## src/swmm_pkg.sv

```systemverilog
`timescale 1ns / 1ps
// ----------------------------------------------------------------------------
// Sliding window min/max package
// Beat payload types, register width and reset value, and the per-cell
// running min/max record.
// ----------------------------------------------------------------------------
package swmm_pkg;

  localparam int SampleW = 32;
  localparam int WinLenW = 7;
  localparam logic [WinLenW-1:0] WinLenReset = 7'd1;

  typedef struct packed {
    logic signed [SampleW-1:0] sample;
    logic                      restart;
  } swmm_in_t;

  typedef struct packed {
    logic signed [SampleW-1:0] window_min;
    logic signed [SampleW-1:0] window_max;
  } swmm_out_t;

  // Running min/max over a suffix of the stream
  typedef struct packed {
    logic signed [SampleW-1:0] lo;
    logic signed [SampleW-1:0] hi;
  } swmm_acc_t;

endpackage

```

## src/swmm_skid.sv

```systemverilog
`timescale 1ns / 1ps
// ----------------------------------------------------------------------------
// Sliding window min/max output buffer
// Output register plus one skid entry; stall upstream only when the skid
// entry is occupied.
// ----------------------------------------------------------------------------
module swmm_skid (
  input  logic                clk_i,
  input  logic                rst_ni,
  input  logic                push_i,
  input  swmm_pkg::swmm_out_t data_i,
  output logic                full_o,
  output logic                out_valid_o,
  input  logic                out_stall_i,
  output swmm_pkg::swmm_out_t out_data_o
);
  import swmm_pkg::*;

  logic      main_valid_q, main_valid_d;
  logic      skid_valid_q, skid_valid_d;
  swmm_out_t main_q, main_d;
  swmm_out_t skid_q, skid_d;
  logic      take;

  assign take = main_valid_q & ~out_stall_i;

  always_comb begin
    main_valid_d = main_valid_q;
    skid_valid_d = skid_valid_q;
    main_d       = main_q;
    skid_d       = skid_q;
    if (take) begin
      main_valid_d = 1'b0;
    end
    if (take && skid_valid_q) begin
      main_d       = skid_q;
      main_valid_d = 1'b1;
      skid_valid_d = 1'b0;
    end
    // push only arrives with the skid entry empty
    if (push_i) begin
      if (!main_valid_q || take) begin
        main_d       = data_i;
        main_valid_d = 1'b1;
      end else begin
        skid_d       = data_i;
        skid_valid_d = 1'b1;
      end
    end
  end

  always_ff @(posedge clk_i or negedge rst_ni) begin
    if (!rst_ni) begin
      main_valid_q <= 1'b0;
      skid_valid_q <= 1'b0;
    end else begin
      main_valid_q <= main_valid_d;
      skid_valid_q <= skid_valid_d;
    end
  end

  always_ff @(posedge clk_i) begin
    main_q <= main_d;
    skid_q <= skid_d;
  end

  assign full_o      = skid_valid_q;
  assign out_valid_o = main_valid_q;
  assign out_data_o  = main_q;

endmodule

```

## config.mk

```make
export PLATFORM = sky130hd
export DESIGN_NAME = swmm_skid
export DESIGN_NICKNAME = d
export VERILOG_FILES = /design/src/swmm_pkg.sv /design/src/swmm_skid.sv
export SDC_FILE = /design/constraint.sdc
export NUM_CORES = 1
export LEC_CHECK = 0
export ABC_AREA = 1
export ABC_CLOCK_PERIOD_IN_PS = 4600
export BUFFER_PORTS_ARGS = -buffer_cell sky130_fd_sc_hd__buf_2
export CAP_MARGIN = 0
export CORE_MARGIN = 2
export CORE_UTILIZATION = 50
export CTS_BUF_LIST = sky130_fd_sc_hd__clkbuf_4
export CTS_CLUSTER_SIZE = 20
export DETAILED_ROUTE_END_ITERATION = 10
export GPL_ROUTABILITY_DRIVEN = 0
export PLACE_DENSITY_LB_ADDON = 0.3
export SYNTH_ARGS = -nofsm -noshare
export SYNTH_HDL_FRONTEND = slang
export SYNTH_SLANG_ARGS = --single-unit
```

## constraint.sdc

```tcl
create_clock -name clk_i -period 4.6 [get_ports clk_i]
set_input_delay 0 -clock clk_i [delete_from_list [all_inputs] [get_ports clk_i]]
set_output_delay 0 -clock clk_i [all_outputs]
set_load 0.005 [all_outputs]
```

Word-level counts from Yosys, hierarchy flattened
Cells that the tools add are included.

word-level totals
  output and inout port bits = 66
  bits in latches = 0
  logic and storage cells = 23
  ROM bits = 0
  bits in writable memories = 0
  register bits = 130
  memories kept = 0

cells by class
  shift operators = 0
  div/mod/pow operators = 0
  bitwise operators = 3
  equality and inequality tests = 0
  reduce and logical (&&, ||, !) cells = 4
  muxes and demuxes = 10
  order comparisons = 0
  add/subtract/negate cells = 0
  $mul = 0

operator list
  kind                 count
  two-way mux 64 bit   3
  two-way mux 1 bit    7
  inverter 1 bit       2
  AND reduction 2 bit  1
  AND 1 bit            1
  logical AND 1 bit    1
  logical NOT 1 bit    1
  logical OR 1 bit     1

Logic depth before layout (Yosys ltp)
  word-level depth = 6
  depth in mapped cells = 7
  depth with buffers taken out = 5

Worst setup path after synthesis
No wires, ideal clock.

  kind = register -> register
  start = register main_valid_q (netlist: out_valid_o)
  end = register skid_q[0] in the netlist's numbering (enable)
  slack = 0.930 ns
  clock period less this slack = 3.670 ns
  setup time = 0.486 ns
  required time = 4.114 ns
  stages on the path, launching flop included = 3
  path buffers = 0
  arrival time = 3.184 ns
  path through = dfrtp_1 nand2_1 nor2_1

on the way
  longest elaborated chain between the ends = 4
  elaborated cells between the ends (all ways) = 5
  those cells by class = bitwise: 2; reduce/logical: 3

ends and longest elaborated chain
  what                                                   RTL line                          text
  start: declaration                                     swmm_skid.sv:19                   logic main_valid_q, main_valid_d;
  start signal: assignment                               swmm_skid.sv:57                   main_valid_q <= main_valid_d;
  AND 1 bit / logical NOT 1 bit (equally long branches)  swmm_skid.sv:25, swmm_skid.sv:42
  logical OR 1 bit (*)                                   swmm_skid.sv:42                   if (!main_valid_q || take) begin
  inverter 1 bit (no line) (*)                           -
  AND reduction 2 bit (no line) (*)                      -
  end signal: assignment                                 swmm_skid.sv:64                   skid_q <= skid_d;
  end: declaration                                       swmm_skid.sv:22                   swmm_out_t skid_q, skid_d;

Every way passes the cells marked *; elsewhere a longest branch is shown, timed or not.
A chain may end at the register's enable or synchronous reset.

==> reports/results.txt <==
Outcome = finished, final reports clean
Max-slew headroom = 0.143
Num CTS Buffers = 17
Vias = 4792
Die Ht = 108 um
Post-Route Setup TNS = 0 ps
Hold violation total from the final report = 0
Maxcap violations = 0
Core area = 10700 um^2
DRC Markers = 0
Worst-margin pin slew = 1280 ps
Largest net degree at the start of global routing = 69
Reg clk slew, reported paths = 120 ps
CP required = 4980 ps
Avg Cell Area, Syn = 8.61 um^2
CP Launch Type = flop
Post-route minimum period = 2630 ps
All-Layer GR Usage = 0.226
Peak VDD IR = 0.229 mV
Drt first pass iters = 4
Critical Path End Type = flop
Layout Nets = 883
ANT cells = 0
Mapped Cells = 632
# setup viols final = 0
Power per cell area = 395 nW/um^2
Initial Util = 0.506
TritonCTS clock tree = yes
Finished Core Util = 0.663
Worst reg2reg setup slack = 1970 ps
Crit path capture = out_valid_o$_DFF_PN0_
Commonest cells after routing, fill and taps aside = 195 x nand2_1, 133 x buf_2, 131 x inv_1
Setup CP Type = flop to flop
Site Rows = 38
ANT nets after route = 0
Hpwl dp = 7.27 mm
Vias in the first global route = 4383
Worst reg2reg endpoint = out_valid_o$_DFF_PN0_
Share of layout cells above drive strength 1 = 0.210
Vias per cell = 4.95
RSZ-0062 raised after global routing = false
Synthesis-to-layout area growth = 30.9%
Cell variety after synth = 13
H-tree levels = 4
Reg2reg path depth = 4
Die area = 11700 um^2
Crit share post-route = 0.571
Highest clock rate = 381 MHz
Post-CTS Setup Inserts = 0
Max Buffers Root-to-Sink = 2
Clk Latency, worst-skew pair = 510 ps
Syn_nets = 700
Pre-CTS WS = 2450 ps
First-pass GRT wire length = 20.7 mm
Wire length per cell = 13.8 um
IO Count = 134
Register area share after synthesis = 0.598
Most common cell after layout, fill and taps aside = nand2_1
DRT Wirelength = 13.4 mm
Flop and latch count out of synthesis = 130
Pleak = 3.68 nW
Initial drt markers = 351
Warnings, synthesis = 0
Critical-path maximum fanout = 67
Final Max Tran Viols = 0
CTS sink cnt = 130
CTS root buf = clkbuf_4
GRT overflow = 0
Chip width = 108 um
Initial antenna violation count = 0
PnR worst setup slack = 1970 ps
Crit path arrival time = 3000 ps
Worst min-delay path category = input pin to flop
Post-CTS Resized = 0
Syn Std Cell Area = 5440 um^2
Fin Clk Skew = 21.0 ps
IO buf count = 133
-- metal layers --
layer	vias to the layer above	track usage	share of wire
met4	0	0.0888	0.023
met1	2214	0.285	0.42
met5	-	0	0
li1	2372	-	-
met2	181	0.381	0.50
met3	25	0.0494	0.062
-- sequential cells by signal, summed over array words and instances, names as in the netlist, named ones only --
register and count:
out_data_o 64, out_valid_o 1, skid_q 64
-- metrics by stage --
step / hold slack (ps) / instance area (um^2) / total power (W) / instances
finish: 190 / 7120 / 0.00281 / 968
global route: 158 / 7120 / 0.00296 / 968
CTS: 171 / 7120 / 0.00282 / 968
detailed placement: -213 / 6120 / 0.00193 / 868
global placement: -214 / 6120 / 0.00191 / 868
floorplan: -296 / 5440 / 0.00173 / 632
-- cell type report --
class,count,area [um^2]
repair buffers,205,1380
inverters,133,499
clock inverters,14,188
flip-flops and latches,130,3260
fillers,880,3630
well taps,140,175
clock buffers,18,135
multi-input cells,328,1490
-- repair_timing --
action | 4_1_cts | 5_1_grt
hold buffers | 68 | 0
hold endpoints to repair | 132 | 0
setup endpoints to repair | 0 | 0
-- worst min path at each step --
stage / startpoint / end / depth (start not counted)
2_1_floorplan: rst_ni / async pin / 0
3_3_place_gp: rst_ni / out_valid_o$_DFF_PN0_ / 1
3_5_place_dp: rst_ni / out_valid_o$_DFF_PN0_ / 1
4_1_cts: out_stall_i / skid_q[42]$_DFFE_PP_ / 3
5_1_grt: data_i[21] / skid_q[21]$_DFFE_PP_ / 2
6_report: out_stall_i / skid_q[51]$_DFFE_PP_ / 3
-- worst max-delay path, stage by stage, from the launching register on --
cell	delay [ps]
dfrtp_2	880
nand3_2	230
buf_4	600
nand3_1	150
dlygate4sd3_1	610
-- power by group --
part | switching [W] | internal, W | total [W]
sequential | 0.0000886 | 0.00135 | 0.00144
combinational | 0.000276 | 0.000233 | 0.000509
clock | 0.000427 | 0.000436 | 0.000863
-- synth_stat cells --
| cell type | instances | area share |
|---|---|---|
| buf_4 | 8 | 0.011 |
| nand3_1 | 66 | 0.061 |
| dfrtp_1 | 2 | 0.0092 |
| buf_2 | 23 | 0.021 |
| inv_2 | 1 | 0.00069 |
| edfxtp_1 | 64 | 0.35 |
| o21ai_0 | 1 | 0.00092 |
| nand4_1 | 64 | 0.074 |
| nand2_1 | 196 | 0.14 |
| clkbuf_1 | 10 | 0.0069 |
| nor2_1 | 1 | 0.00069 |
| inv_1 | 132 | 0.091 |
| dfxtp_1 | 64 | 0.24 |
-- cell families after synthesis --
group | Yosys count | share of synthesized area
and+or+nand+nor | 327 | 0.270
DFF | 130 | 0.598
AOI/OAI and AO/OA | 1 | 0.000919
buffers and inverters | 174 | 0.131
Note: power is estimated with default switching activity, not from simulation.
