[config.mk]
export PLATFORM = sky130hd
export DESIGN_NAME = swmm_cell
export DESIGN_NICKNAME = d
export VERILOG_FILES = /design/src/swmm_pkg.sv /design/src/swmm_cell.sv
export SDC_FILE = /design/constraint.sdc
export NUM_CORES = 1
export LEC_CHECK = 0
export ABC_AREA = 1
export BUFFER_PORTS_ARGS = -buffer_cell sky130_fd_sc_hd__clkbuf_2
export CAP_MARGIN = 20
export CORE_MARGIN = 2
export CORE_UTILIZATION = 47
export CTS_BUF_LIST = sky130_fd_sc_hd__clkbuf_4 sky130_fd_sc_hd__clkbuf_8 sky130_fd_sc_hd__clkbuf_16
export DETAILED_ROUTE_END_ITERATION = 8
export PLACE_DENSITY = 0.9
export RECOVER_POWER = 25
export SYNTH_ARGS = -nofsm -noshare
export SYNTH_HDL_FRONTEND = slang
export SYNTH_SLANG_ARGS = --single-unit
[constraint.sdc]
create_clock -name clk_i -period 2.6 [get_ports clk_i]
set_input_delay 0.39 -clock clk_i [delete_from_list [all_inputs] [get_ports clk_i]]
set_output_delay 0.39 -clock clk_i [all_outputs]
set_load 0.02 [all_outputs]
[src/swmm_pkg.sv]
`timescale 1ns / 1ps
// ----------------------------------------------------------------------------
// Sliding window min/max package
// Beat payload types, register width and reset value, and the per-cell
// running min/max record.
// ----------------------------------------------------------------------------
package swmm_pkg;

  localparam int SampleW = 32;
  localparam int WinLenW = 7;
  localparam logic [WinLenW-1:0] WinLenReset = 7'd1;

  typedef struct packed {
    logic signed [SampleW-1:0] sample;
    logic                      restart;
  } swmm_in_t;

  typedef struct packed {
    logic signed [SampleW-1:0] window_min;
    logic signed [SampleW-1:0] window_max;
  } swmm_out_t;

  // Running min/max over a suffix of the stream
  typedef struct packed {
    logic signed [SampleW-1:0] lo;
    logic signed [SampleW-1:0] hi;
  } swmm_acc_t;

endpackage

[src/swmm_cell.sv]
`timescale 1ns / 1ps
// ----------------------------------------------------------------------------
// Sliding window min/max cell
// Folds the broadcast sample into the neighbor's running min/max and keeps
// the result; cell k covers the newest k+1 samples.
// ----------------------------------------------------------------------------
module swmm_cell (
  input  logic                               clk_i,
  input  logic                               en_i,
  input  logic signed [swmm_pkg::SampleW-1:0] sample_i,
  input  swmm_pkg::swmm_acc_t                prev_i,
  output swmm_pkg::swmm_acc_t                acc_d_o,
  output swmm_pkg::swmm_acc_t                acc_q_o
);
  import swmm_pkg::*;

  swmm_acc_t acc_d, acc_q;

  always_comb begin
    acc_d.lo = (sample_i < prev_i.lo) ? sample_i : prev_i.lo;
    acc_d.hi = (sample_i > prev_i.hi) ? sample_i : prev_i.hi;
  end

  // payload only, no reset
  always_ff @(posedge clk_i) begin
    if (en_i) begin
      acc_q <= acc_d;
    end
  end

  assign acc_d_o = acc_d;
  assign acc_q_o = acc_q;

endmodule

; Word level (Yosys, flattened, before mapping)
; Index checks and enable logic that the tools add are counted.
[totals]
inputBits = 98
regBits = 64
word_cells = 6
output_inout_bits = 128
[op_classes]
magnitude_cmp = 2
n_mux = 2
[ops]
columns = op, count
row1 = 32-bit 2-to-1 mux, 2
row2 = 32-bit > comparator, 1
row3 = 32-bit < comparator, 1

; Longest topological paths before layout
[logic_depth]
ltp_word = 2
depth_mapped = 18
mapped_depth_nobuf = 17

; Worst setup path before layout
; OpenSTA, ideal clock, no wires.
[synth_path]
kind = input -> output
start = in prev_i[63] (netlist name)
end = out acc_d_o[33] (netlist name)
t_arrival_ns = 1.910
setup_slack_ns = 0.300
cell_stages = 13
n_path_buf = 1
required_ns = 2.210
cell_sequence = inv_1 ha_1 nand2_1 nor2_1 nor3b_2 inv_2 nor3_2 nand2_2 nand2_2 nand2_2 buf_6 nand3_1 nand2_1
[synth_lines]
columns = item, line_no
row1 = start: declaration, swmm_cell.sv:11  ; input swmm_pkg::swmm_acc_t prev_i,
row2 = end: declaration, swmm_cell.sv:12  ; output swmm_pkg::swmm_acc_t acc_d_o,

==> impl_metrics.csv <==
group,metric,value,unit
final_layout,diodes,0,
min_path,hold_path.class,"in -> reg",
global_routing,grt_overflow,0,
critical_path,crit_family,"simple AND/OR/NAND/NOR gates",
global_routing,grt_max_degree,33,
critical_path,worst-path-stages,15,
timing,finalCritPeriodShare,107,%
synthesis,yosys.area_share.simple,27.5,%
critical_path,crit_type,"in -> out",
detailed_routing,viasPerCell,5.96,
power_and_ir_drop,p_per_area,586,mW/mm2
synthesis,synth-compound-area-share,4.71,%
clocking,cts_tree,"done",
detailed_routing,postRouteAntennaNets,0,
placement,globalplace.congestion,0.917,
die,rows,36,
die,core_area,0.00973,mm2
critical_path,endpoint_kind,"output pin",
placement,dp_hpwl,11.9,mm
detailed_routing,dr.pass1.iters,5,
critical_path,cp.required,2210,ps
final_layout,syn_to_final_growth,64.3,%
synthesis,synth_xor_area_share,0,%
synthesis,ys_seq_area_share,40.9,%
die,floorplan.die_area,0.0108,mm2
detailed_routing,drt_iter0_drc,498,
global_routing,antenna_found_initial,0,
detailed_routing,dr_total_vias,5718,
timing,rsz0062_at_grt,"yes",
synthesis,synth.area.mux_share,0,%
flow_run,max_cap_violations,0,
clocking,cts_sinks,64,
critical_path,cp_slowest_cell,"ha_4",
die,dieWidth,104,um
synthesis,synthCells,555,
critical_path,crit_buf_inv,3,
die,die_h,104,um
global_routing,grt_pass1_wl,23.9,mm
final_layout,finalNetCount,982,
min_path,holdPathStages,3,
timing,min_period,2790,ps
critical_path,cp_cell_sequence,"clkbuf_2 -> ha_4 -> a21oi_2 -> nor2_1 -> nor3_1 -> nand2_1 -> nand2_1 -> nand2_2 -> nand2_4 -> nand2_8 -> nand2_8 -> clkbuf_16 -> nand3_1 -> nand2_1 -> clkbuf_4",
clocking,path_clk_slew,80,ps
timing,fin_ws,-190,ps
critical_path,cp_common_cell,"nand2_1",
detailed_routing,wirelength,19.4,mm
synthesis,synth_warnings,0,
timing,clock.fmax,358,MHz
synthesis,avgSynthCellArea,8.46,um2
clocking,cts_made_buffers,9,
placement,place_inst,935,
final_layout,fillers,563,
final_layout,utilization,79.3,%
global_routing,grt.total_usage,27.5,%
timing,relSlewSlack,15.6,%
synthesis,syn-cell-area,0.00470,mm2
synthesis,netlist-cell-type-count,24,
final_layout,layout.cells.non_filler,959,
clocking,root_buffer,"clkbuf_8",
die,initial_core_util,48.3,%
final_layout,layout_commonest_cell,"clkbuf_2",
power_and_ir_drop,p_leak,3.86,nW
placement,placedInstanceArea,0.00621,mm2
min_path,min_to,"acc_q_o[3]$_DFFE_PP_",
synthesis,synth_seq_cells,64,
final_layout,largest_reg_flops,64,
run_status,violations,"negative setup slack",
critical_path,cp_max_fo,10,
global_routing,grt_pass1_vias,5059,
timing,maxSlewViolCount,0,
final_layout,seqCellArea,0.00192,mm2
timing,whs,378,ps
final_layout,mostFrequentLayoutCells,"clkbuf_2 (141), nand2_1 (94), inv_1 (67)",
clocking,cts_hold_buf,0,
synthesis,syn_nets,716,
detailed_routing,wl_per_cell,20.2,um
timing,finalHoldViolCount,0,
critical_path,arrival,2400,ps
synthesis,synth_top_family_by_area,"simple AND/OR/NAND/NOR gates",
final_layout,drive_gt1_share,51.6,%
timing,tns,-5910,ps
critical_path,crit_path_start_kind,"input port",
final_layout,finalInstanceArea,0.00772,mm2
min_path,worstHoldStart,"prev_i[3]",
clocking,htreeDepth,3,
final_layout,multi_input_area,0.00306,mm2
power_and_ir_drop,ir_worst_vdd,0.000365,V
run_status,status,"finished, violations left",
detailed_routing,remaining_drc_errors,0,
placement,io_buffers,225,
timing,finalSetupViolations,64,
clocking,cts_buffer_depth,2,
timing,worst_pin_slew,1270,ps
synthesis,synthAdderAreaFrac,16.8,%
critical_path,max_stage_delay,270,ps
die,io_pins,226,
==> worst max-delay path by stage <==
stage                      start     endpoint  slack, ps
CTS                 sample_i[31]  acc_d_o[35]        -30
floorplan             prev_i[63]  acc_d_o[33]        300
finish               sample_i[5]  acc_d_o[43]       -190
global route        sample_i[30]  acc_d_o[43]       -250
detailed placement  sample_i[13]  acc_d_o[21]        -60
global placement      prev_i[63]  acc_d_o[35]        0.3
==> layout make-up <==
type | count | area share, %
multi-input cells | 390 | 39.6
repair buffers | 279 | 26.7
flip-flops and latches | 64 | 24.9
inverters | 77 | 3.74
well taps | 133 | 2.16
clock buffers | 9 | 1.60
clock inverters | 7 | 1.25
==> metal layers <==
| metal | vias to the layer above | GRT usage [%] | wire length, um |
|---|---|---|---|
| met4 | 0 | 12.3 | 1300 |
| met2 | 456 | 48.5 | 9560 |
| li1 | 2435 | - | - |
| met5 | - | 0 | 0 |
| met3 | 132 | 6.33 | 1820 |
| met1 | 2695 | 31.8 | 6700 |
==> cells in the mapped netlist <==
| library cell | n | share of area, % |
|---|---|---|
| nand3_2 | 2 | 0.43 |
| o211ai_1 | 1 | 0.16 |
| nor3_1 | 2 | 0.21 |
| nor2_1 | 15 | 1.2 |
| buf_6 | 9 | 2.2 |
| buf_4 | 6 | 0.96 |
| a21oi_2 | 1 | 0.19 |
| clkbuf_1 | 6 | 0.48 |
| edfxtp_1 | 64 | 41 |
| nor3_2 | 1 | 0.21 |
| a21oi_1 | 29 | 3.1 |
| nand2_2 | 4 | 0.53 |
| o21a_1 | 3 | 0.48 |
| ha_1 | 63 | 17 |
| a21o_1 | 1 | 0.16 |
| nand2_1 | 155 | 12 |
| nand4_1 | 36 | 4.8 |
| o21ai_0 | 6 | 0.64 |
| nand3_1 | 69 | 7.4 |
| nor2_2 | 1 | 0.13 |
| buf_2 | 3 | 0.32 |
| nor3b_2 | 1 | 0.27 |
| inv_1 | 76 | 6.1 |
| inv_2 | 1 | 0.080 |
==> where the power goes <==
| group | internal [W] | switching, W | total (W) |
|---|---|---|---|
| Combinational | 0.000890 | 0.00129 | 0.00218 |
| Sequential | 0.00132 | 0.0000424 | 0.00137 |
| Clock | 0.000540 | 0.000438 | 0.000978 |
| Total | 0.00275 | 0.00177 | 0.00453 |
==> stage by stage <==
stage / setup slack (ps) / total power, W
floorplan: 300 / 0.00233
global placement: 0.342 / 0.00295
detailed placement: -64.6 / 0.00300
CTS: -28.4 / 0.00401
global route: -250 / 0.00469
finish: -190 / 0.00453
==> cells by family (layout without fill, tap and decap cells) <==
logic type / after synthesis / after routing
AND/OR/NAND/NOR: 286 / 286
flip-flops: 64 / 64
AO/OA/AOI/OAI: 41 / 41
buffers and inverters: 101 / 372
adder cells (fa/ha/maj): 63 / 63
==> what timing repair did <==
| item | in CTS | in global routing |
|---|---|---|
| endpoints found under the setup margin | 62 | 64 |
| cloned | 0 | 5 |
| resized for setup | 40 | 311 |
| pin swaps | 4 | 36 |
| setup buffers | 0 | 3 |
==> tightest hold or removal path: stages <==
cell and delay [ps]:
clkbuf_2 100, nand2_1 50, nand2_1 70
Note: power is estimated with default switching activity, not from simulation.
